===== config.mk =====
export PLATFORM = sky130hd
export DESIGN_NAME = rgb_led_chain_pwm_serializer
export DESIGN_NICKNAME = d
export VERILOG_FILES = /design/src/hdl/rgbpwm_pkg.sv /design/src/hdl/rgb_led_chain_pwm_serializer.sv
export SDC_FILE = /design/constraint.sdc
export NUM_CORES = 1
export LEC_CHECK = 0
export ABC_AREA = 1
export BUFFER_PORTS_ARGS = -buffer_cell sky130_fd_sc_hd__buf_2
export CAP_MARGIN = 20
export CORE_UTILIZATION = 43
export CTS_BUF_LIST = sky130_fd_sc_hd__clkbuf_2
export CTS_CLUSTER_DIAMETER = 200
export DETAILED_ROUTE_END_ITERATION = 8
export PLACE_DENSITY = 0.6
export SETUP_SLACK_MARGIN = 0.2
export SLEW_MARGIN = 15
export SYNTH_ARGS = -nofsm -noshare
export SYNTH_HDL_FRONTEND = slang
export SYNTH_SLANG_ARGS = --single-unit
export TNS_END_PERCENT = 10

===== constraint.sdc =====
create_clock -name clock -period 5.13 [get_ports clock]
set_clock_uncertainty 0.05 [all_clocks]
set_input_delay 0.513 -clock clock [delete_from_list [all_inputs] [get_ports clock]]
set_output_delay 0.513 -clock clock [all_outputs]
set_load 0.02 [all_outputs]

===== src/hdl/rgbpwm_pkg.sv =====
`timescale 1ns / 1ps

package rgbpwm_pkg;

   localparam int BITS_PER_LED = 24;
   localparam int SLOT_W       = 12;
   localparam int COUNT_W      = 16;
   localparam int GAP_W        = 8;
   localparam int CHAN_W       = 8;
   localparam int INDEX_W      = 2;

   localparam logic [COUNT_W-1:0] PERIOD_RESET    = 16'd119;
   localparam logic [COUNT_W-1:0] ZERO_HIGH_RESET = 16'd38;
   localparam logic [COUNT_W-1:0] ONE_HIGH_RESET  = 16'd80;
   localparam logic [GAP_W-1:0]   GAP_RESET       = 8'd50;

   typedef enum logic [1:0] {
      OP_SET   = 2'd0,
      OP_CLEAR = 2'd1,
      OP_SEND  = 2'd2,
      OP_TICK  = 2'd3
   } op_type;

   typedef enum logic [1:0] {
      CSR_PERIOD    = 2'd0,
      CSR_ZERO_HIGH = 2'd1,
      CSR_ONE_HIGH  = 2'd2,
      CSR_GAP       = 2'd3
   } csr_index_type;

   typedef struct packed {
      op_type              operation;
      logic [INDEX_W-1:0]  chain_pos;
      logic [CHAN_W-1:0]   red;
      logic [CHAN_W-1:0]   green;
      logic [CHAN_W-1:0]   blue;
   } req_type;

   typedef struct packed {
      logic line_level;
      logic busy_res;
   } rsp_type;

endpackage


===== src/hdl/rgb_led_chain_pwm_serializer.sv =====
// Serialiser for a chain of addressable RGB LEDs driven over one PWM data line.
// Request channel (req_valid, req_ready, req_data): one transaction per operation,
// either set colour, clear all entries, start send or tick (one timer clock).
// Response channel (rsp_valid, rsp_ready, rsp_data): exactly one transaction per
// request, carrying the line level and busy flag after that operation.
// Configuration channel (csr_valid, csr_ready, csr_index, csr_data): writes the
// period, zero and one high times and the latch gap; it is always ready.
// Colours live in a synchronous single-port-write memory with a registered read.
// The memory is read every cycle at the LED of the next bit slot, so the word
// is ready when the following tick opens that slot.
// A request is registered in the processing stage, its response in the response
// register; one request is taken every cycle while the receiver takes each
// response without stalling.
// Reset loads the register defaults, stops any frame and marks every entry as
// unwritten; no clearing pass over the memory is needed.
// When the receiver stalls, the response register and the processing stage hold;
// req_ready drops while the stage holds a request, until the response is taken.
`timescale 1ns / 1ps

module rgb_led_chain_pwm_serializer #(
   parameter int LEDS = 4
) (
   input  logic                                  clock,
   input  logic                                  reset,
   input  logic                                  req_valid,
   output logic                                  req_ready,
   input  rgbpwm_pkg::req_type                   req_data,
   output logic                                  rsp_valid,
   input  logic                                  rsp_ready,
   output rgbpwm_pkg::rsp_type                   rsp_data,
   input  logic                                  csr_valid,
   output logic                                  csr_ready,
   input  rgbpwm_pkg::csr_index_type             csr_index,
   input  logic [rgbpwm_pkg::COUNT_W-1:0]        csr_data
);

   localparam int LED_W      = (LEDS > 1) ? $clog2(LEDS) : 1;
   localparam int DATA_SLOTS = LEDS * rgbpwm_pkg::BITS_PER_LED;
   localparam int BIT_W      = $clog2(rgbpwm_pkg::BITS_PER_LED);
   localparam int COLOR_W    = rgbpwm_pkg::BITS_PER_LED;
   localparam int SLOT_W     = rgbpwm_pkg::SLOT_W;
   localparam int COUNT_W    = rgbpwm_pkg::COUNT_W;

   logic [COUNT_W-1:0]           period_ff;
   logic [COUNT_W-1:0]           zero_high_ff;
   logic [COUNT_W-1:0]           one_high_ff;
   logic [rgbpwm_pkg::GAP_W-1:0] gap_ff;

   logic [COLOR_W-1:0] color_mem [LEDS];
   logic [LEDS-1:0]    written_ff;
   logic [COLOR_W-1:0] rd_color_ff;
   logic               rd_written_ff;

   logic               s1_valid_ff;
   rgbpwm_pkg::req_type s1_req_ff;
   logic               rsp_valid_ff;
   rgbpwm_pkg::rsp_type rsp_ff;
   rgbpwm_pkg::rsp_type rsp_in;

   logic               sending_ff,  sending_in;
   logic [COUNT_W-1:0] tick_ff,     tick_in;
   logic [SLOT_W-1:0]  slot_ff,     slot_in;
   logic [COUNT_W-1:0] active_ff,   active_in;
   logic [LED_W-1:0]   pos_led_ff,  pos_led_in;
   logic [BIT_W-1:0]   pos_bit_ff,  pos_bit_in;

   logic               s1_adv;
   logic               req_take;
   logic               set_ok;
   logic [LED_W-1:0]   wr_addr;
   logic [SLOT_W-1:0]  slot_next;
   logic [SLOT_W-1:0]  total_slots;
   logic               data_bit;

   assign s1_adv    = s1_valid_ff && (!rsp_valid_ff || rsp_ready);
   assign req_ready = !s1_valid_ff || s1_adv;
   assign req_take  = req_valid && req_ready;
   assign rsp_valid = rsp_valid_ff;
   assign rsp_data  = rsp_ff;
   assign csr_ready = 1'b1;

   assign set_ok  = (32'(req_data.chain_pos) < LEDS);
   assign wr_addr = LED_W'(req_data.chain_pos);

   always_ff @(posedge clock) begin
      if (reset) begin
         period_ff    <= rgbpwm_pkg::PERIOD_RESET;
         zero_high_ff <= rgbpwm_pkg::ZERO_HIGH_RESET;
         one_high_ff  <= rgbpwm_pkg::ONE_HIGH_RESET;
         gap_ff       <= rgbpwm_pkg::GAP_RESET;
      end else if (csr_valid && csr_ready) begin
         case (csr_index)
            rgbpwm_pkg::CSR_PERIOD:    period_ff    <= csr_data;
            rgbpwm_pkg::CSR_ZERO_HIGH: zero_high_ff <= csr_data;
            rgbpwm_pkg::CSR_ONE_HIGH:  one_high_ff  <= csr_data;
            rgbpwm_pkg::CSR_GAP:       gap_ff       <= csr_data[rgbpwm_pkg::GAP_W-1:0];
            default: ;
         endcase
      end
   end

   always_ff @(posedge clock) begin
      if (req_take && req_data.operation == rgbpwm_pkg::OP_SET && set_ok) begin
         color_mem[wr_addr] <= {req_data.green, req_data.red, req_data.blue};
      end
      rd_color_ff <= color_mem[pos_led_in];
   end

   always_ff @(posedge clock) begin
      if (reset) begin
         written_ff    <= '0;
         rd_written_ff <= 1'b0;
      end else begin
         rd_written_ff <= written_ff[pos_led_in];
         if (req_take && req_data.operation == rgbpwm_pkg::OP_CLEAR) begin
            written_ff <= '0;
         end else if (req_take && req_data.operation == rgbpwm_pkg::OP_SET && set_ok) begin
            written_ff[wr_addr] <= 1'b1;
         end
      end
   end

   always_ff @(posedge clock) begin
      if (reset) begin
         s1_valid_ff  <= 1'b0;
         rsp_valid_ff <= 1'b0;
      end else begin
         if (req_ready) begin
            s1_valid_ff <= req_valid;
         end
         if (s1_adv) begin
            rsp_valid_ff <= 1'b1;
         end else if (rsp_ready) begin
            rsp_valid_ff <= 1'b0;
         end
      end
   end

   always_ff @(posedge clock) begin
      if (req_take) begin
         s1_req_ff <= req_data;
      end
      if (s1_adv) begin
         rsp_ff <= rsp_in;
      end
   end

   always_ff @(posedge clock) begin
      if (reset) begin
         sending_ff <= 1'b0;
         tick_ff    <= '0;
         slot_ff    <= '0;
         active_ff  <= '0;
         pos_led_ff <= '0;
         pos_bit_ff <= '0;
      end else begin
         sending_ff <= sending_in;
         tick_ff    <= tick_in;
         slot_ff    <= slot_in;
         active_ff  <= active_in;
         pos_led_ff <= pos_led_in;
         pos_bit_ff <= pos_bit_in;
      end
   end

   assign slot_next   = slot_ff + SLOT_W'(1);
   assign total_slots = SLOT_W'(DATA_SLOTS) +
                        ((gap_ff == '0) ? SLOT_W'(1) : SLOT_W'(gap_ff));
   assign data_bit    = rd_color_ff[BIT_W'(COLOR_W - 1) - pos_bit_ff];

   always_comb begin
      sending_in = sending_ff;
      tick_in    = tick_ff;
      slot_in    = slot_ff;
      active_in  = active_ff;
      pos_led_in = pos_led_ff;
      pos_bit_in = pos_bit_ff;
      if (s1_adv) begin
         case (s1_req_ff.operation)
            rgbpwm_pkg::OP_SEND: begin
               if (!sending_ff) begin
                  sending_in = 1'b1;
                  tick_in    = '0;
                  slot_in    = '0;
                  active_in  = '0;
                  pos_led_in = '0;
                  pos_bit_in = '0;
               end
            end
            rgbpwm_pkg::OP_TICK: begin
               if (sending_ff) begin
                  if (tick_ff >= period_ff) begin
                     tick_in = '0;
                     if (slot_next >= total_slots) begin
                        sending_in = 1'b0;
                        slot_in    = '0;
                        active_in  = '0;
                        pos_led_in = '0;
                        pos_bit_in = '0;
                     end else begin
                        slot_in = slot_next;
                        if (32'(slot_ff) < DATA_SLOTS && rd_written_ff) begin
                           active_in = data_bit ? one_high_ff : zero_high_ff;
                        end else begin
                           active_in = '0;
                        end
                        if (pos_bit_ff == BIT_W'(COLOR_W - 1)) begin
                           pos_bit_in = '0;
                           if (pos_led_ff != LED_W'(LEDS - 1)) begin
                              pos_led_in = pos_led_ff + LED_W'(1);
                           end
                        end else begin
                           pos_bit_in = pos_bit_ff + BIT_W'(1);
                        end
                     end
                  end else begin
                     tick_in = tick_ff + COUNT_W'(1);
                  end
               end
            end
            default: ;
         endcase
      end
      rsp_in.busy_res   = sending_in;
      rsp_in.line_level = sending_in && (tick_in < active_in);
   end

   a_idle_clean: assert property (@(posedge clock) disable iff (reset)
      !sending_ff |-> (slot_ff == '0 && active_ff == '0 && pos_bit_ff == '0))
      else $error("idle state not cleared");

   a_bit_range: assert property (@(posedge clock) disable iff (reset)
      32'(pos_bit_ff) < rgbpwm_pkg::BITS_PER_LED)
      else $error("bit position out of range");

   a_stall_blocks: assert property (@(posedge clock) disable iff (reset)
      (s1_valid_ff && rsp_valid_ff && !rsp_ready) |-> !req_ready)
      else $error("request taken while processing stage is stalled");

   a_state_holds: assert property (@(posedge clock) disable iff (reset)
      !s1_adv |=> ($stable(sending_ff) && $stable(slot_ff) && $stable(tick_ff)))
      else $error("frame state moved without a processed transaction");

endmodule

==> impl_results.md <==
- Row cnt: 57
- Layout cells sized above 1: 14.2%
- CP cell instances: inv_1 -> nand2_1 -> nand2_1 -> nand2_1 -> nand3_1 -> nand2_1 -> nand2_1 -> nand2_1 -> nand2_1 -> nand2_1 -> nor2_1 -> a21oi_1 -> o21ai_0 -> a22oi_1 -> ha_1 -> a21oi_1 -> nand3b_1 -> a21oi_1 -> a2111oi_0 -> nand2_1 -> a21oi_1
- Leak pwr: 0.00509 uW
- # IOs: 56
- Synth Area in Adders: 5.32%
- Post-Synth XOR/XNOR Area: less than 1%
- Iter 0 DRT Violations: 571
- CP Launch Point: pos_bit_ff[0]
- Synth area leader: edfxtp_1
- Hold EP: one_high_ff[6]
- Synthesized netlist cell count: 1,191
- PD cells: 290 nW/um^2
- Largest net degree at the start of global routing: 58
- Final Cycle Share: 83.9%
- Worst Setup Start Kind: register
- Worst slack at placement: 0.870 ns
- Asr flop ratio synth: 0%
- Multiplexer area fraction after synthesis: 0.106%
- Top cell by count, worst path: nand2_1
- Most instantiated cells after synthesis: nand2_1, nor2_1, dfxtp_1
- CTS root buffer: clkbuf_2
- Worst R2R Path Depth: 21
- Post-Route WL: 24,900 um
- DR DRC count: 0
- Reg2reg end: rsp_data[1]
- Synth cell types: 51
- Port bufs: 54
- Most used DFF post-synth: dfxtp_1
- Via count: between 8k and 9k
- Remaining Overflow, GRT: 0
- Largest family of logic cells by synthesized area: simple AND/OR/NAND/NOR gates
- Nets: 1,418
- DR pass1 iterations: 5
- Fin Setup TNS: 0 ns
- Synth top area share: 28.4%
- Worst EP arrival: 4.92 ns
- Slew HR: a little over a quarter
- Post-DP HPWL: 16,400 um
- Post-synth EDFFs: 100
- Die Width: 159 um
- YS warnings: 0
- CP bufs+invs: 1
- DIE AREA: 25,300 sq um
- Syn Std Cell Area: about 11,000 sq um
- Vias per inst: 4.99
- Avg WL per Cell: 14.7 um
- Final WS setup: 0.824 ns
- Post-CTS Setup Bufs: 0
- VDD IR max: approximately 0.20 mV
- Status: complete, no violations
- Post-route cell area: 12,200 sq um
- Setup Crit Path Kind: reg -> reg
- Worst Setup End Kind: register
- CTS Sinks: 239
- Final Hold Viols: 0
- GP Congestion: 0.901
- Synthesis-stage register bit count: 239
- Slew Viols, Final: 0
- Slowest cell on crit path: dfxtp_1
- Final ANT Viol Nets: 0
- Slowest cell delay on critical path: 0.65 ns
- Area delta synth->final: 15.3%
- H-tree lvl count: 2
- Initial antenna violation count: 1
- Clock slew at reported path FFs: 0.11 ns
- Synth Area in Simple Gates: 17.7%
- Crit path required time: 5.74 ns
- Cts hold-fix bufs: 47
- Flop-to-flop setup slack: just over 0.8 ns
- RSZ-0062 raised after global routing: false
- Initial core utilization: 43.7%
- First-pass GRT wire length: 40,300 um
- Avg Inst Size Synth: 8.89 sq um
- Fin Hold WS: around 0.12 ns
- CTS Buf Count: 61
- Most frequent cell after synthesis: nand2_1
- Die H: 159 um
- Clock latency on the worst-skew pair: between 0.8 and 0.9 ns
- Core Region: approximately 24,000 sq um
- Post-synthesis sequential area ratio: 54.6%
- Syn nets: 1,287
- CTS tree: done
- All-layer global routing usage: between 10% and 20%
- Min Tclk post-route: 4.31 ns
- Clock Path Buffers: 3
- Max Fclk: 0.232 GHz
- CTS resizes: 0
- # setup viols final: 0
- Hold Crit Class: in -> reg
- Hold path startpoint: csr_valid
- Compound-cell area share of the yosys netlist: 14.9%
- Reg2reg start: pos_bit_ff[0]
- Vias in the first global route: 8,097
- Crit-path leading delay family: simple AND/OR/NAND/NOR gates
- Worst-path fanout max: 24
- Ranking of synthesized cells by area: edfxtp_1, dfxtp_1, nand2_1
- Max-Cap Viols: 0
- DP Area: about 11,000 sq um
- Worst Hold Depth: 5
- Slew @ Worst Pin: 1.10 ns
==> cell families after synthesis <==
family | count (synthesis)
other | 1
xor gates and xnor gates | 10
muxes | 1
adders and majority gates | 45
AOI/OAI and AO/OA | 281
DFF | 239
and+or+nand+nor | 441
buffers and inverters | 173
==> how the worst max path moves through the flow <==
stage               slack (ns)  depth (start not counted)     endpoint
CTS                       0.87                         21  rsp_data[1]
global placement          0.99                         24  rsp_data[1]
finish                    0.82                         21  rsp_data[1]
global route              0.24                         21  rsp_data[1]
floorplan                 1.49                         24  rsp_data[1]
detailed placement        0.87                         24  rsp_data[1]
==> state kept, by name (all words and copies together), names as in the netlist <==
| name | flops |
|---|---|
| written_ff | 4 |
| pos_led_ff | 2 |
| tick_ff | 16 |
| s1_req_ff | 2 |
| gap_ff | 8 |
| pos_bit_ff | 5 |
| slot_ff | 12 |
| period_ff | 16 |
| s1_valid_ff | 1 |
| rsp_data | 2 |
| sending_ff | 1 |
| one_high_ff | 16 |
| rd_color_ff | 24 |
| rd_written_ff | 1 |
| zero_high_ff | 16 |
| color_mem | 96 |
| rsp_valid | 1 |
| active_ff | 16 |
==> stage by stage <==
step / util (%) / cells / total power [uW]
floorplan: - / 1191 / 2190
global placement: 46.1 / 1536 / 2270
detailed placement: 46.1 / 1536 / 2270
CTS: 50.4 / 1694 / 3600
global route: 50.4 / 1695 / 3730
finish: 50.4 / 1695 / 3550
==> layout make-up <==
cell class / instances / area, sq um
timing repair buffer: 114 / 838
antenna: 1 / 2.50
tap: 324 / 405
multi-input combinational: 779 / 4130
clock inverter: 24 / 136
inverter: 127 / 479
fill: 2350 / 12000
clock buffer: 87 / 435
sequential: 239 / 5790
==> cells in the final DEF, fill, tap and decap left out, drive strengths merged, types with 2 or more instances in the layout <==
master / count
and3: 3
inv: 126
o21bai: 2
ha: 45
or2: 3
nand4: 13
o21a: 3
o21ba: 2
o211ai: 10
a2bb2oi: 2
clkbuf: 87
clkinv: 23
a32o: 5
o21ai: 125
nand3: 51
buf: 67
nor2: 147
dlygate4sd3: 47
o22ai: 25
a22oi: 3
nor3: 24
a211oi: 3
edfxtp: 100
xor2: 9
dfxtp: 139
nand2: 197
a21oi: 92
a22o: 4
==> where the power goes <==
group / leakage, uW / switching, uW / total, uW / internal [uW]
Clock: 0.000427 / 775 / 1290 / 519
Sequential: 0.00204 / 18.2 / 2030 / 2020
Combinational: 0.00262 / 137 / 219 / 82.3
Total: 0.00509 / 930 / 3550 / 2620
==> worst register-to-register path, delay by kind of cell (launching register included) <==
family	cells	cell delay (ns)
and+or+nand+nor	12	1.55
AOI/OAI and AO/OA	7	1.28
DFF	1	0.65
buffers and inverters	1	0.30
adders and majority gates	1	0.29
==> layer usage <==
layer  GRT usage [%]  wire length (um)  up-vias  share of wire (%)
met4            7.43               593        0                2.4
met5               0                 0        -                  0
met1            26.7             12000     3862                 48
li1                -                 -     4343                  -
met3            3.78              1140       47                4.6
met2            31.5             11200      213                 45
Power figures use the tool's default switching activity.
